## src/rtl/core/apbd_pkg.sv

```systemverilog
// apbd_pkg: widths, codes, payload types and control structs shared by the
// adaptive pulse beat detector. No dependencies.
package apbd_pkg;

  localparam int SAMPLE_BITS = 10;
  localparam int FRAC_BITS   = 8;
  localparam int BASE_W      = SAMPLE_BITS + FRAC_BITS;
  localparam int ALPHA_W     = 16;
  localparam int TF_W        = 12;
  localparam int REFR_W      = 16;
  localparam int RATE_W      = 10;
  localparam int TIME_W      = 32;
  localparam int THR_ADD_W   = TF_W + BASE_W - FRAC_BITS;
  localparam int THR_W       = THR_ADD_W + 1;
  localparam int THR_OUT_W   = THR_W - FRAC_BITS;
  localparam int MUL_A_W     = BASE_W;
  localparam int MUL_B_W     = ALPHA_W + 1;
  localparam int ACC_W       = MUL_A_W + MUL_B_W;
  localparam int Q_W         = 16;
  localparam int CNT_W       = $clog2(Q_W);
  localparam int CFG_W       = 16;
  localparam int CFG_IDX_W   = 3;

  localparam logic [Q_W-1:0] RATE_NUM = Q_W'(60000);

  localparam logic [CFG_IDX_W-1:0] REG_BASE_ALPHA  = 3'd0;
  localparam logic [CFG_IDX_W-1:0] REG_DEV_ALPHA   = 3'd1;
  localparam logic [CFG_IDX_W-1:0] REG_THRESH_FRAC = 3'd2;
  localparam logic [CFG_IDX_W-1:0] REG_REFRACTORY  = 3'd3;
  localparam logic [CFG_IDX_W-1:0] REG_MIN_RATE    = 3'd4;
  localparam logic [CFG_IDX_W-1:0] REG_MAX_RATE    = 3'd5;

  localparam logic [1:0] FUNC_SAMPLE  = 2'd0;
  localparam logic [1:0] FUNC_RECAL   = 2'd1;
  localparam logic [1:0] FUNC_CONSUME = 2'd2;

  localparam logic [ALPHA_W-1:0] BASE_ALPHA_RST = ALPHA_W'(655);
  localparam logic [ALPHA_W-1:0] DEV_ALPHA_RST  = ALPHA_W'(3277);
  localparam logic [TF_W-1:0]    TF_RST         = TF_W'(128);
  localparam logic [REFR_W-1:0]  REFR_RST       = REFR_W'(300);
  localparam logic [RATE_W-1:0]  MIN_RATE_RST   = RATE_W'(40);
  localparam logic [RATE_W-1:0]  MAX_RATE_RST   = RATE_W'(200);

  localparam logic [BASE_W-1:0]      DEV_FLOOR     = BASE_W'(10 << FRAC_BITS);
  localparam logic [SAMPLE_BITS-1:0] CHANGE_STEP   = SAMPLE_BITS'(2);
  localparam logic [MUL_B_W-1:0]     SMOOTH_WEIGHT = MUL_B_W'(7);
  localparam int                     SMOOTH_SHIFT  = 3;
  localparam logic [MUL_B_W-1:0]     ALPHA_ONE     = MUL_B_W'(1) << ALPHA_W;
  localparam logic [ACC_W-1:0]       EWMA_ROUND    = ACC_W'(1) << (ALPHA_W - 1);
  localparam logic [ACC_W-1:0]       THR_ROUND     = ACC_W'(1) << (FRAC_BITS - 1);

  typedef struct packed {
    logic [1:0]             func;
    logic [SAMPLE_BITS-1:0] sample;
    logic [TIME_W-1:0]      now_ms;
  } req_t;

  typedef struct packed {
    logic                   beat_flag;
    logic [RATE_W-1:0]      rate;
    logic [RATE_W-1:0]      rate_smooth;
    logic [THR_OUT_W-1:0]   threshold;
    logic [SAMPLE_BITS-1:0] sample_min;
    logic [SAMPLE_BITS-1:0] sample_max;
    logic [TIME_W-1:0]      last_beat_time;
    logic [TIME_W-1:0]      last_change_time;
  } rsp_t;

  typedef struct packed {
    logic clr;
    logic add;
  } mac_ctl_t;

endpackage

```

## src/rtl/core/adaptive_pulse_beat_detector.sv

```systemverilog
// adaptive_pulse_beat_detector: top level with sequencer, state and config registers.
// Depends on apbd_pkg, apbd_mac, apbd_div.
//
//  channel  direction  handshake             payload
//  req      in         req_valid/req_stall   req_data  (req_t)
//  rsp      out        rsp_valid/rsp_stall   rsp_data  (rsp_t)
//  cfg      in         cfg_write             cfg_index, cfg_data
//
// Sample request: averages, threshold, crossing test, then divider and smoothing on an
// accepted crossing. Recalibrate re-seeds baseline and threshold; consume goes to the response.
// The shared multiply-accumulate unit runs the averages, the threshold and the
// smoothing in turn. Reset is synchronous; config returns to defaults.
// req_stall is high while a request is in work; a stalled response holds, and the
// next request may enter while it waits.
module adaptive_pulse_beat_detector
  import apbd_pkg::*;
(
  input  logic                 clk,
  input  logic                 rst,
  input  logic                 req_valid,
  output logic                 req_stall,
  input  req_t                 req_data,
  output logic                 rsp_valid,
  input  logic                 rsp_stall,
  output rsp_t                 rsp_data,
  input  logic                 cfg_write,
  input  logic [CFG_IDX_W-1:0] cfg_index,
  input  logic [CFG_W-1:0]     cfg_data
);

  localparam logic [4:0] ST_IDLE  = 5'd0;
  localparam logic [4:0] ST_B0    = 5'd1;
  localparam logic [4:0] ST_B1    = 5'd2;
  localparam logic [4:0] ST_B2    = 5'd3;
  localparam logic [4:0] ST_D0    = 5'd4;
  localparam logic [4:0] ST_D1    = 5'd5;
  localparam logic [4:0] ST_D2    = 5'd6;
  localparam logic [4:0] ST_T0    = 5'd7;
  localparam logic [4:0] ST_RECAL = 5'd8;
  localparam logic [4:0] ST_T1    = 5'd9;
  localparam logic [4:0] ST_T2    = 5'd10;
  localparam logic [4:0] ST_T3    = 5'd11;
  localparam logic [4:0] ST_CROSS = 5'd12;
  localparam logic [4:0] ST_DIV   = 5'd13;
  localparam logic [4:0] ST_RATE  = 5'd14;
  localparam logic [4:0] ST_SM1   = 5'd15;
  localparam logic [4:0] ST_SM2   = 5'd16;
  localparam logic [4:0] ST_DONE  = 5'd17;

  logic [4:0] state;
  req_t       item;

  logic [ALPHA_W-1:0] base_weight;
  logic [ALPHA_W-1:0] dev_alpha;
  logic [TF_W-1:0]    thr_gain;
  logic [REFR_W-1:0]  holdoff_ms;
  logic [RATE_W-1:0]  min_rate;
  logic [RATE_W-1:0]  max_rate;

  logic [BASE_W-1:0]      baseline;
  logic [BASE_W-1:0]      deviation;
  logic [BASE_W-1:0]      dev_abs;
  logic [THR_W-1:0]       thresh_value;
  logic [SAMPLE_BITS-1:0] min_seen;
  logic [SAMPLE_BITS-1:0] max_seen;
  logic [SAMPLE_BITS-1:0] prev_sample;
  logic                   prev_valid;
  logic [TIME_W-1:0]      beat_time;
  logic [TIME_W-1:0]      change_time;
  logic [RATE_W-1:0]      inst_rate;
  logic [RATE_W-1:0]      smooth_rate;
  logic                   flag_pending;
  logic                   was_above;
  logic                   dt_zero;

  mac_ctl_t           mac_ctl;
  logic [MUL_A_W-1:0] mac_a;
  logic [MUL_B_W-1:0] mac_b;
  logic [ACC_W-1:0]   mac_init;
  logic [ACC_W-1:0]   acc;

  logic              div_start;
  logic              div_done;
  logic [Q_W-1:0]    div_q;

  logic [BASE_W-1:0]      s;
  logic [BASE_W-1:0]      ewma_res;
  logic [THR_ADD_W-1:0]   thr_add;
  logic [SAMPLE_BITS-1:0] step;
  logic [TIME_W-1:0]      dt;
  logic                   above;
  logic                   crossing;
  logic [Q_W-1:0]         inst;
  logic                   in_range;
  logic [BASE_W-1:0]      half_dev;

  assign s        = {item.sample, {FRAC_BITS{1'b0}}};
  assign ewma_res = acc[ALPHA_W +: BASE_W];
  assign thr_add  = acc[FRAC_BITS +: THR_ADD_W];
  assign step     = (item.sample > prev_sample) ? item.sample - prev_sample
                                                : prev_sample - item.sample;
  assign dt       = item.now_ms - beat_time;
  assign above    = {{(THR_OUT_W-SAMPLE_BITS){1'b0}}, item.sample} >
                    thresh_value[THR_W-1:FRAC_BITS];
  assign crossing = !was_above && above &&
                    (dt >= {{(TIME_W-REFR_W){1'b0}}, holdoff_ms});
  assign div_start = (state == ST_CROSS) && crossing && (dt != '0);
  assign inst     = dt_zero ? '0 : div_q;
  assign in_range = (inst >= {{(Q_W-RATE_W){1'b0}}, min_rate}) &&
                    (inst <= {{(Q_W-RATE_W){1'b0}}, max_rate});
  assign half_dev = (max_seen > min_seen)
                  ? BASE_W'({max_seen - min_seen, {(FRAC_BITS-1){1'b0}}}) : '0;

  assign req_stall = (state != ST_IDLE);

  always_comb begin
    mac_ctl  = '0;
    mac_a    = baseline;
    mac_b    = ALPHA_ONE - {1'b0, base_weight};
    mac_init = EWMA_ROUND;
    unique case (state)
      ST_B0: begin
        mac_ctl.clr = 1'b1;
      end
      ST_B1: begin
        mac_ctl.add = 1'b1;
        mac_a       = s;
        mac_b       = {1'b0, base_weight};
      end
      ST_B2, ST_D2, ST_T2, ST_SM1: begin
        mac_ctl.add = 1'b1;
      end
      ST_D0: begin
        mac_ctl.clr = 1'b1;
        mac_a       = deviation;
        mac_b       = ALPHA_ONE - {1'b0, dev_alpha};
      end
      ST_D1: begin
        mac_ctl.add = 1'b1;
        mac_a       = dev_abs;
        mac_b       = {1'b0, dev_alpha};
      end
      ST_T0, ST_RECAL: begin
        mac_ctl.clr = 1'b1;
        mac_init    = THR_ROUND;
      end
      ST_T1: begin
        mac_a = deviation;
        mac_b = MUL_B_W'(thr_gain);
      end
      ST_RATE: begin
        mac_ctl.clr = 1'b1;
        mac_init    = ACC_W'(inst);
        mac_a       = MUL_A_W'(smooth_rate);
        mac_b       = SMOOTH_WEIGHT;
      end
      default: begin
      end
    endcase
  end

  apbd_mac u_mac (
    .clk  (clk),
    .ctl  (mac_ctl),
    .a    (mac_a),
    .b    (mac_b),
    .init (mac_init),
    .acc  (acc)
  );

  apbd_div u_div (
    .clk      (clk),
    .rst      (rst),
    .start    (div_start),
    .divisor  (dt),
    .done     (div_done),
    .quotient (div_q)
  );

  always_ff @(posedge clk) begin
    if (rst) begin
      base_weight <= BASE_ALPHA_RST;
      dev_alpha   <= DEV_ALPHA_RST;
      thr_gain    <= TF_RST;
      holdoff_ms  <= REFR_RST;
      min_rate    <= MIN_RATE_RST;
      max_rate    <= MAX_RATE_RST;
    end else if (cfg_write) begin
      unique case (cfg_index)
        REG_BASE_ALPHA:  base_weight <= cfg_data[ALPHA_W-1:0];
        REG_DEV_ALPHA:   dev_alpha   <= cfg_data[ALPHA_W-1:0];
        REG_THRESH_FRAC: thr_gain    <= cfg_data[TF_W-1:0];
        REG_REFRACTORY:  holdoff_ms  <= cfg_data[REFR_W-1:0];
        REG_MIN_RATE:    min_rate    <= cfg_data[RATE_W-1:0];
        REG_MAX_RATE:    max_rate    <= cfg_data[RATE_W-1:0];
        default: begin
        end
      endcase
    end
  end

  always_ff @(posedge clk) begin
    if (rst) begin
      state        <= ST_IDLE;
      rsp_valid    <= 1'b0;
      baseline     <= '0;
      deviation    <= '0;
      thresh_value <= '0;
      min_seen     <= '1;
      max_seen     <= '0;
      prev_sample  <= '0;
      prev_valid   <= 1'b0;
      beat_time    <= '0;
      change_time  <= '0;
      inst_rate    <= '0;
      smooth_rate  <= '0;
      flag_pending <= 1'b0;
      was_above    <= 1'b0;
      dt_zero      <= 1'b0;
    end else begin
      if (rsp_valid && !rsp_stall && state != ST_DONE) begin
        rsp_valid <= 1'b0;
      end
      unique case (state)
        ST_IDLE: begin
          if (req_valid) begin
            item <= req_data;
            if (req_data.func == FUNC_SAMPLE) begin
              state <= ST_B0;
            end else if (req_data.func == FUNC_RECAL) begin
              state <= ST_RECAL;
            end else begin
              state <= ST_DONE;
            end
          end
        end
        ST_B0: begin
          if (item.sample < min_seen) min_seen <= item.sample;
          if (item.sample > max_seen) max_seen <= item.sample;
          if (prev_valid && step > CHANGE_STEP) change_time <= item.now_ms;
          prev_sample <= item.sample;
          prev_valid  <= 1'b1;
          state       <= ST_B1;
        end
        ST_B1: state <= ST_B2;
        ST_B2: state <= ST_D0;
        ST_D0: begin
          baseline <= ewma_res;
          dev_abs  <= (s > ewma_res) ? s - ewma_res : ewma_res - s;
          state    <= ST_D1;
        end
        ST_D1: state <= ST_D2;
        ST_D2: state <= ST_T0;
        ST_T0: begin
          deviation <= ewma_res;
          state     <= ST_T1;
        end
        ST_RECAL: begin
          baseline    <= {{1'b0, min_seen} + {1'b0, max_seen}, {(FRAC_BITS-1){1'b0}}};
          deviation   <= (half_dev < DEV_FLOOR) ? DEV_FLOOR : half_dev;
          beat_time   <= item.now_ms;
          change_time <= item.now_ms;
          min_seen    <= '1;
          max_seen    <= '0;
          state       <= ST_T1;
        end
        ST_T1: state <= ST_T2;
        ST_T2: state <= ST_T3;
        ST_T3: begin
          thresh_value <= {{(THR_W-BASE_W){1'b0}}, baseline} + {1'b0, thr_add};
          state        <= (item.func == FUNC_SAMPLE) ? ST_CROSS : ST_DONE;
        end
        ST_CROSS: begin
          was_above <= above;
          if (crossing) begin
            beat_time <= item.now_ms;
            dt_zero   <= (dt == '0);
            state     <= (dt == '0) ? ST_RATE : ST_DIV;
          end else begin
            state <= ST_DONE;
          end
        end
        ST_DIV: begin
          if (div_done) state <= ST_RATE;
        end
        ST_RATE: begin
          if (in_range) begin
            inst_rate    <= inst[RATE_W-1:0];
            flag_pending <= 1'b1;
            if (smooth_rate == '0) begin
              smooth_rate <= inst[RATE_W-1:0];
              state       <= ST_DONE;
            end else begin
              state <= ST_SM1;
            end
          end else begin
            state <= ST_DONE;
          end
        end
        ST_SM1: state <= ST_SM2;
        ST_SM2: begin
          smooth_rate <= acc[SMOOTH_SHIFT +: RATE_W];
          state       <= ST_DONE;
        end
        ST_DONE: begin
          if (!rsp_valid || !rsp_stall) begin
            rsp_valid                 <= 1'b1;
            rsp_data.beat_flag        <= flag_pending;
            rsp_data.rate             <= inst_rate;
            rsp_data.rate_smooth      <= smooth_rate;
            rsp_data.threshold        <= thresh_value[THR_W-1:FRAC_BITS];
            rsp_data.sample_min       <= min_seen;
            rsp_data.sample_max       <= max_seen;
            rsp_data.last_beat_time   <= beat_time;
            rsp_data.last_change_time <= change_time;
            if (item.func == FUNC_CONSUME) flag_pending <= 1'b0;
            state <= ST_IDLE;
          end
        end
        default: state <= ST_IDLE;
      endcase
    end
  end

endmodule

```

## src/rtl/core/apbd_mac.sv

```systemverilog
// apbd_mac: shared multiply-accumulate unit, registered product then accumulator.
// Depends on apbd_pkg.
module apbd_mac
  import apbd_pkg::*;
(
  input  logic               clk,
  input  mac_ctl_t           ctl,
  input  logic [MUL_A_W-1:0] a,
  input  logic [MUL_B_W-1:0] b,
  input  logic [ACC_W-1:0]   init,
  output logic [ACC_W-1:0]   acc
);

  logic [ACC_W-1:0] prod;

  always_ff @(posedge clk) begin
    prod <= ACC_W'(a) * ACC_W'(b);
    if (ctl.clr) begin
      acc <= init;
    end else if (ctl.add) begin
      acc <= acc + prod;
    end
  end

endmodule

```

## src/rtl/core/apbd_div.sv

```systemverilog
// apbd_div: restoring serial divider, fixed 60000 dividend, one quotient bit a cycle.
// Depends on apbd_pkg.
module apbd_div
  import apbd_pkg::*;
(
  input  logic              clk,
  input  logic              rst,
  input  logic              start,
  input  logic [TIME_W-1:0] divisor,
  output logic              done,
  output logic [Q_W-1:0]    quotient
);

  logic              run;
  logic [CNT_W-1:0]  cnt;
  logic [Q_W-1:0]    rem;
  logic [TIME_W-1:0] dvs;
  logic [Q_W:0]      trial;
  logic              ge;

  assign trial = {rem, RATE_NUM[cnt]};
  assign ge    = {{(TIME_W-Q_W-1){1'b0}}, trial} >= dvs;

  always_ff @(posedge clk) begin
    if (rst) begin
      run  <= 1'b0;
      done <= 1'b0;
      cnt  <= '0;
    end else begin
      done <= 1'b0;
      if (start) begin
        run <= 1'b1;
        cnt <= CNT_W'(Q_W - 1);
        rem <= '0;
        dvs <= divisor;
      end else if (run) begin
        rem      <= ge ? Q_W'(trial - dvs[Q_W:0]) : trial[Q_W-1:0];
        quotient <= {quotient[Q_W-2:0], ge};
        if (cnt == '0) begin
          run  <= 1'b0;
          done <= 1'b1;
        end else begin
          cnt <= cnt - 1'b1;
        end
      end
    end
  end

endmodule

```

## config.mk

```make
export PLATFORM = sky130hd
export DESIGN_NAME = adaptive_pulse_beat_detector
export DESIGN_NICKNAME = d
export VERILOG_FILES = /design/src/rtl/core/apbd_pkg.sv /design/src/rtl/core/adaptive_pulse_beat_detector.sv /design/src/rtl/core/apbd_mac.sv /design/src/rtl/core/apbd_div.sv
export SDC_FILE = /design/constraint.sdc
export NUM_CORES = 2
export LEC_CHECK = 0
export BUFFER_PORTS_ARGS = -buffer_cell sky130_fd_sc_hd__buf_2
export CORE_MARGIN = 4
export CORE_UTILIZATION = 30
export DETAILED_ROUTE_END_ITERATION = 8
export SETUP_SLACK_MARGIN = 0.3
export SYNTH_ARGS = -nofsm -noshare
export SYNTH_HDL_FRONTEND = slang
export SYNTH_SLANG_ARGS = --single-unit
```

## constraint.sdc

```tcl
create_clock -name clk -period 18.9 [get_ports clk]
set_input_delay 3.78 -clock clk [delete_from_list [all_inputs] [get_ports clk]]
set_output_delay 3.78 -clock clk [all_outputs]
set_load 0.005 [all_outputs]
```

; ---- Word level (Yosys, flattened, before mapping)
; Memories as Yosys holds them, arrays and structs flattened. A register that Yosys moved wholly into a read port is not among the register bits.
; Index checks and enable logic that the tools add are counted.
[word_totals]
elab_cells = 220
rom_bits = 16
memories = 1
reg_bits = 585
in_bits = 68
output_inout_bits = 122
[memory_table]
columns = name, depth, word_bits, rd, rd_clocked_by_memory_dff, wr, line_no
row1 = (no name shown), 16, 1, 1, 1, 0, apbd_div.sv:21  ; assign trial = {rem, RATE_NUM[cnt]};
[op_classes]
bitwise_logic = 3
n_mux = 55
n_eq_ne = 36
magnitude_cmp = 13
n_addsub = 13
reduce_logical = 56
multipliers = 1
[op_table]
columns = cell, count
row1 = case mux 32 bit (2 select lines), 2
row2 = case mux 17 bit (5 select lines), 1
row3 = case mux 5 bit (17 select lines), 1
row4 = case mux 18 bit (2 select lines), 2
row5 = case mux 18 bit (4 select lines), 1
row6 = 2-to-1 mux 35 bit, 2
row7 = 2-to-1 mux 32 bit, 2
row8 = case mux 10 bit (2 select lines), 3
row9 = 2-to-1 mux 10 bit, 5
row10 = 2-to-1 mux 16 bit, 3
row11 = 2-to-1 mux 5 bit, 9
row12 = "== test 5 x 4 -> 1 bit, second input constant", 8
row13 = subtractor 18 bit, 2
row14 = adder 35 bit, 1
row15 = multiplier 18 x 17 -> 35 bit, 1
row16 = 2-to-1 mux 17 bit, 2
row17 = "subtractor 17 x 16 -> 17 bit, first input constant", 2
row18 = >= comparator 17 x 32 -> 1 bit, 1
row19 = >= comparator 32 x 16 -> 1 bit, 1
row20 = logical NOT 32 bit, 1
row21 = case mux 16 bit (2 select lines), 1
row22 = AND reduction 2 bit, 16
row23 = nonzero test 32 bit, 1
row24 = subtractor 32 bit, 1
row25 = 48 further kinds, 108

; ---- Longest topological paths before layout
[depth]
ltp_word = 9
mapped_depth = 43
depth_no_buf = 37

; ---- Modules after synthesis
; From an unflattened synthesis, not the netlist that was laid out.
[hier_totals]
hier_cells = 4543
area_unflattened_um2 = 42076.6
[by_module_without_submodules]
columns = module, n_inst, cells_per_inst, seq_area_each_um2, area_per_inst_um2
row1 = adaptive_pulse_beat_detector, 1, 2633, 10570.1, 24297.1
row2 = apbd_mac, 1, 1602, 1751.7, 14129.8
row3 = apbd_div, 1, 308, 2062.0, 3649.8

; ---- Worst setup path after synthesis
; OpenSTA, ideal clock, no wires.
[synth_path]
path_type = input to register
startpoint = input rst
endpoint = register rsp_data[0] in the netlist's numbering, enable pin
stages = 4
arrival_time_ns = 9.634
setup_time_ns = 0.612
n_path_buf = 3
required_time_ns = 18.288
setup_slack_ns = 8.653
cell_sequence = clkbuf_1 -> clkbuf_1 -> clkbuf_1 -> nor2b_1
[synth_via]
elab_chain_len = 2
[synth_rtl]
columns = item, line_no
row1 = start: declaration, adaptive_pulse_beat_detector.sv:19  ; input logic rst,
row2 = NOT 1 bit (no line), n/a
row3 = AND reduction 3 bit (no line), n/a
row4 = end: declaration, adaptive_pulse_beat_detector.sv:25  ; output rsp_t rsp_data,
; No other way between the ends.
; A chain may end at the register's enable or synchronous reset.

; ---- Worst setup path after layout
[layout_path]
startpoint = register state[2]
endpoint = register u_mac.prod[32]
[layout_via]
elab_chain_len = 4
elab_cells_between_ends = 9
classes_between = 1 x mul / 5 x eq/ne / 2 x mux / 1 x reduce/logical
[layout_rtl]
columns = item, line_no
row1 = start: declaration, adaptive_pulse_beat_detector.sv:50  ; logic [4:0] state;
row2 = start signal: assignment, adaptive_pulse_beat_detector.sv:271  ; state <= (item.func == FUNC_SAMPLE) ? ST_CROSS : ST_DONE;
row3 = start signal: assignment, adaptive_pulse_beat_detector.sv:278  ; state <= (dt == '0) ? ST_RATE : ST_DIV;
row4 = == test 5 x 4 -> 1 bit or == test 5 x 3 -> 1 bit (tied branches), adaptive_pulse_beat_detector.sv:121  ; unique case (state)
row5 = OR reduction 2 bit (no line), n/a
row6 = case mux 18 bit (4 select lines), adaptive_pulse_beat_detector.sv:121
row7 = multiplier 18 x 17 -> 35 bit (*), apbd_mac.sv:17  ; prod <= ACC_W'(a) * ACC_W'(b);
row8 = end signal: assignment, apbd_mac.sv:17
row9 = end: declaration, apbd_mac.sv:14  ; logic [ACC_W-1:0] prod;
; Every way passes the cells marked *; elsewhere a longest branch is shown, timed or not.

==> impl_metrics.json <==
{
  "num_rows": 133,
  "grt_pass1_vias": 31200,
  "syn_nets": 4927,
  "final_common_cell": "nand2_1",
  "cpMostUsedCell": "fa_1",
  "final_nets": 5053,
  "timing.rr.start": "state[2]$_SDFFE_PP0P_",
  "synth.cell_area_um2": 39900,
  "gp_congestion": 0.900,
  "tns_ns": 0,
  "dominantRegCellSynth": "dfxtp_1",
  "clock_skew_ns": 0.0253,
  "cts_tree": "yes",
  "clk_latency_ns": 0.66,
  "synth.distinct_cells": 86,
  "final-max-slew-violation-count": 0,
  "worstSetupPathType": "reg2reg",
  "tightest_slew_ns": 1.19,
  "syn_area_per_cell_um2": 9.32,
  "reg2reg_slack_ns": 8.12,
  "final_antenna_net_count": 0,
  "grt_pass1_wl_um": 184000,
  "rsz0062_at_grt": "false",
  "wl_um": 117000,
  "crit_arrival_ns": 11.36,
  "synth_edf_count": 280,
  "synthCells": 4284,
  "cp_max_fo": 28,
  "htree_levels": 2,
  "cts_root_buffer": "clkbuf_16",
  "num_vias": 31200,
  "dpl.hpwl_um": 88900,
  "yosysWarnings": 0,
  "cts_buffers": 61,
  "cap_violations": 0,
  "r2r_cells": 33,
  "slew-limit-headroom": 0.208,
  "start_util": 0.303,
  "drive_gt1_frac": 0.0903,
  "core_area_um2": 132000,
  "setup-violations-final": 0,
  "crit_path_top_delay_cell": "dfxtp_1",
  "dieHeight_um": 373,
  "cellPowerDensity_nw_per_um2": 198,
  "mostFrequentLayoutCells": "nand2_1 (622), inv_1 (506), ha_1 (329)",
  "timing.final.crit_period_ns": 10.78,
  "end_kind": "flop",
  "cts_resized": 0,
  "antenna_found_initial": 6,
  "drtIter0Drc": 2556,
  "holdPathStages": 0,
  "r2r-end": "u_mac.prod[32]$_DFF_P_",
  "status": "finished, final reports clean",
  "crit_family": "adder cells",
  "hold_buffers": 0,
  "clk_path_buf_depth": 3,
  "cp_num_buf_inv": 3,
  "pin_count": 190,
  "post-route-drc-count": 0,
  "hp-class": "reg2reg",
  "wl_per_cell_um": 18.8,
  "synth_sequential_area_ratio": 0.359,
  "hold_viol_final": 0,
  "peakVddDrop_v": 0.000215,
  "dr.pass1.iters": 6,
  "area.growth.synth_to_final_pct": 12.8,
  "critPathRequiredTime_ns": 19.48,
  "viasPerCell": 5.02,
  "worst_path_largest_cell_delay_ns": 0.75,
  "portBuffers": 189,
  "grtUsageTotal": 0.164,
  "fmax_ghz": 0.0928,
  "grt-ovfl-total": 0,
  "grt_max_degree": 87,
  "worstHoldStart": "change_time[27]$_SDFFE_PP0P_",
  "timing.final.crit_share": 0.570,
  "synth-async-reset-ratio": 0,
  "path_clk_slew_ns": 0.07,
  "p_leak_uw": 0.0191,
  "cts_setup_buffers": 0,
  "ys_ff_latch": 576,
  "die_width_um": 373,
  "cts_num_sinks": 576,
  "min_to": "rsp_data[27]$_DFFE_PP_",
  "dieArea_um2": 139000,
  "whs_ns": 0.428,
  "cp-start-kind": "flop"
}
[final cells by class]
type                    count  area [µm²]
diodes                      3        7.51
clock buffers              71        1620
clock inverters            45         546
fillers                 13500       86800
inverters                 506        1900
multi-input cells        3019       23100
flip-flops and latches    576       14300
well taps                1755        2200
repair buffers            246        1380
[worst max-delay path by stage]
stage	end	slack, ns	depth (start not counted)	startpoint
5_1_grt	u_mac.prod[32]$_DFF_P_	7.44	33	state[2]$_SDFFE_PP0P_
3_3_place_gp	u_mac.prod[32]$_DFF_P_	8.28	33	state[2]$_SDFFE_PP0P_
6_report	u_mac.prod[32]$_DFF_P_	8.12	33	state[2]$_SDFFE_PP0P_
2_1_floorplan	rsp_data[0]$_DFFE_PP_	8.65	4	rst
3_5_place_dp	u_mac.prod[32]$_DFF_P_	8.12	33	state[2]$_SDFFE_PP0P_
4_1_cts	u_mac.prod[32]$_DFF_P_	8.07	33	state[2]$_SDFFE_PP0P_
[where the power goes]
group,internal (µW),total (µW),switching (µW)
registers,1630,1840,211
clock network,757,1300,546
logic,2250,5790,3550
[routing by layer]
| metal | track usage | up-vias | wire, µm |
|---|---|---|---|
| li1 | - | 14900 | - |
| met1 | 0.218 | 15200 | 50900 |
| met2 | 0.279 | 921 | 55600 |
| met3 | 0.0211 | 198 | 6630 |
| met4 | 0.0498 | 2 | 3710 |
| met5 | 0 | - | 13 |
[logic make-up after synthesis]
family / after synthesis / synth area share
DFF: 576 / 0.359
adders and majority gates: 575 / 0.226
and+or+nand+nor: 1365 / 0.155
xor gates and xnor gates: 157 / 0.0344
muxes: 79 / 0.0199
AOI/OAI and AO/OA: 843 / 0.139
buffers and inverters: 689 / 0.0663
[sequential cells by signal, indices dropped and copies added, names as in the netlist, 10 cells and up]
name,flops
u_mac.prod,34
u_div.quotient,16
deviation,18
u_div.rem,16
u_mac.acc,34
max_rate,10
thr_gain,12
rsp_data,120
change_time,32
u_div.dvs,32
dev_alpha,16
item,44
baseline,18
prev_sample,10
min_rate,10
base_weight,16
inst_rate,10
beat_time,32
thresh_value,15
smooth_rate,10
holdoff_ms,16
max_seen,10
min_seen,10
dev_abs,18
[cell usage after synthesis (all sizes together) (60+ instances only)]
| cell | count | area [µm²] |
|---|---|---|
| inv | 506 | 1900 |
| dfxtp | 296 | 5930 |
| nor2 | 319 | 1200 |
| clkbuf | 164 | 621 |
| edfxtp | 280 | 8410 |
| nor2b | 70 | 438 |
| mux2i | 76 | 761 |
| nor3 | 60 | 300 |
| nand2 | 623 | 2340 |
| a21oi | 279 | 1410 |
| fa | 246 | 4920 |
| o21ai | 152 | 764 |
| and2 | 61 | 382 |
| a21o | 76 | 571 |
| xnor2 | 98 | 858 |
| ha | 329 | 4120 |
[stage by stage]
stage	util	setup WS [ns]	cell area (µm²)	instances	total power, µW
finish	0.342	8.12	45000	6221	8940
global route	0.342	7.44	45000	6220	9870
CTS	0.342	8.07	45000	6218	9030
detailed placement	0.325	8.12	42900	6102	7670
global placement	0.325	8.28	42900	6102	7560
floorplan	-	8.65	39900	4284	6020
Note: power is estimated with default switching activity, not from simulation.
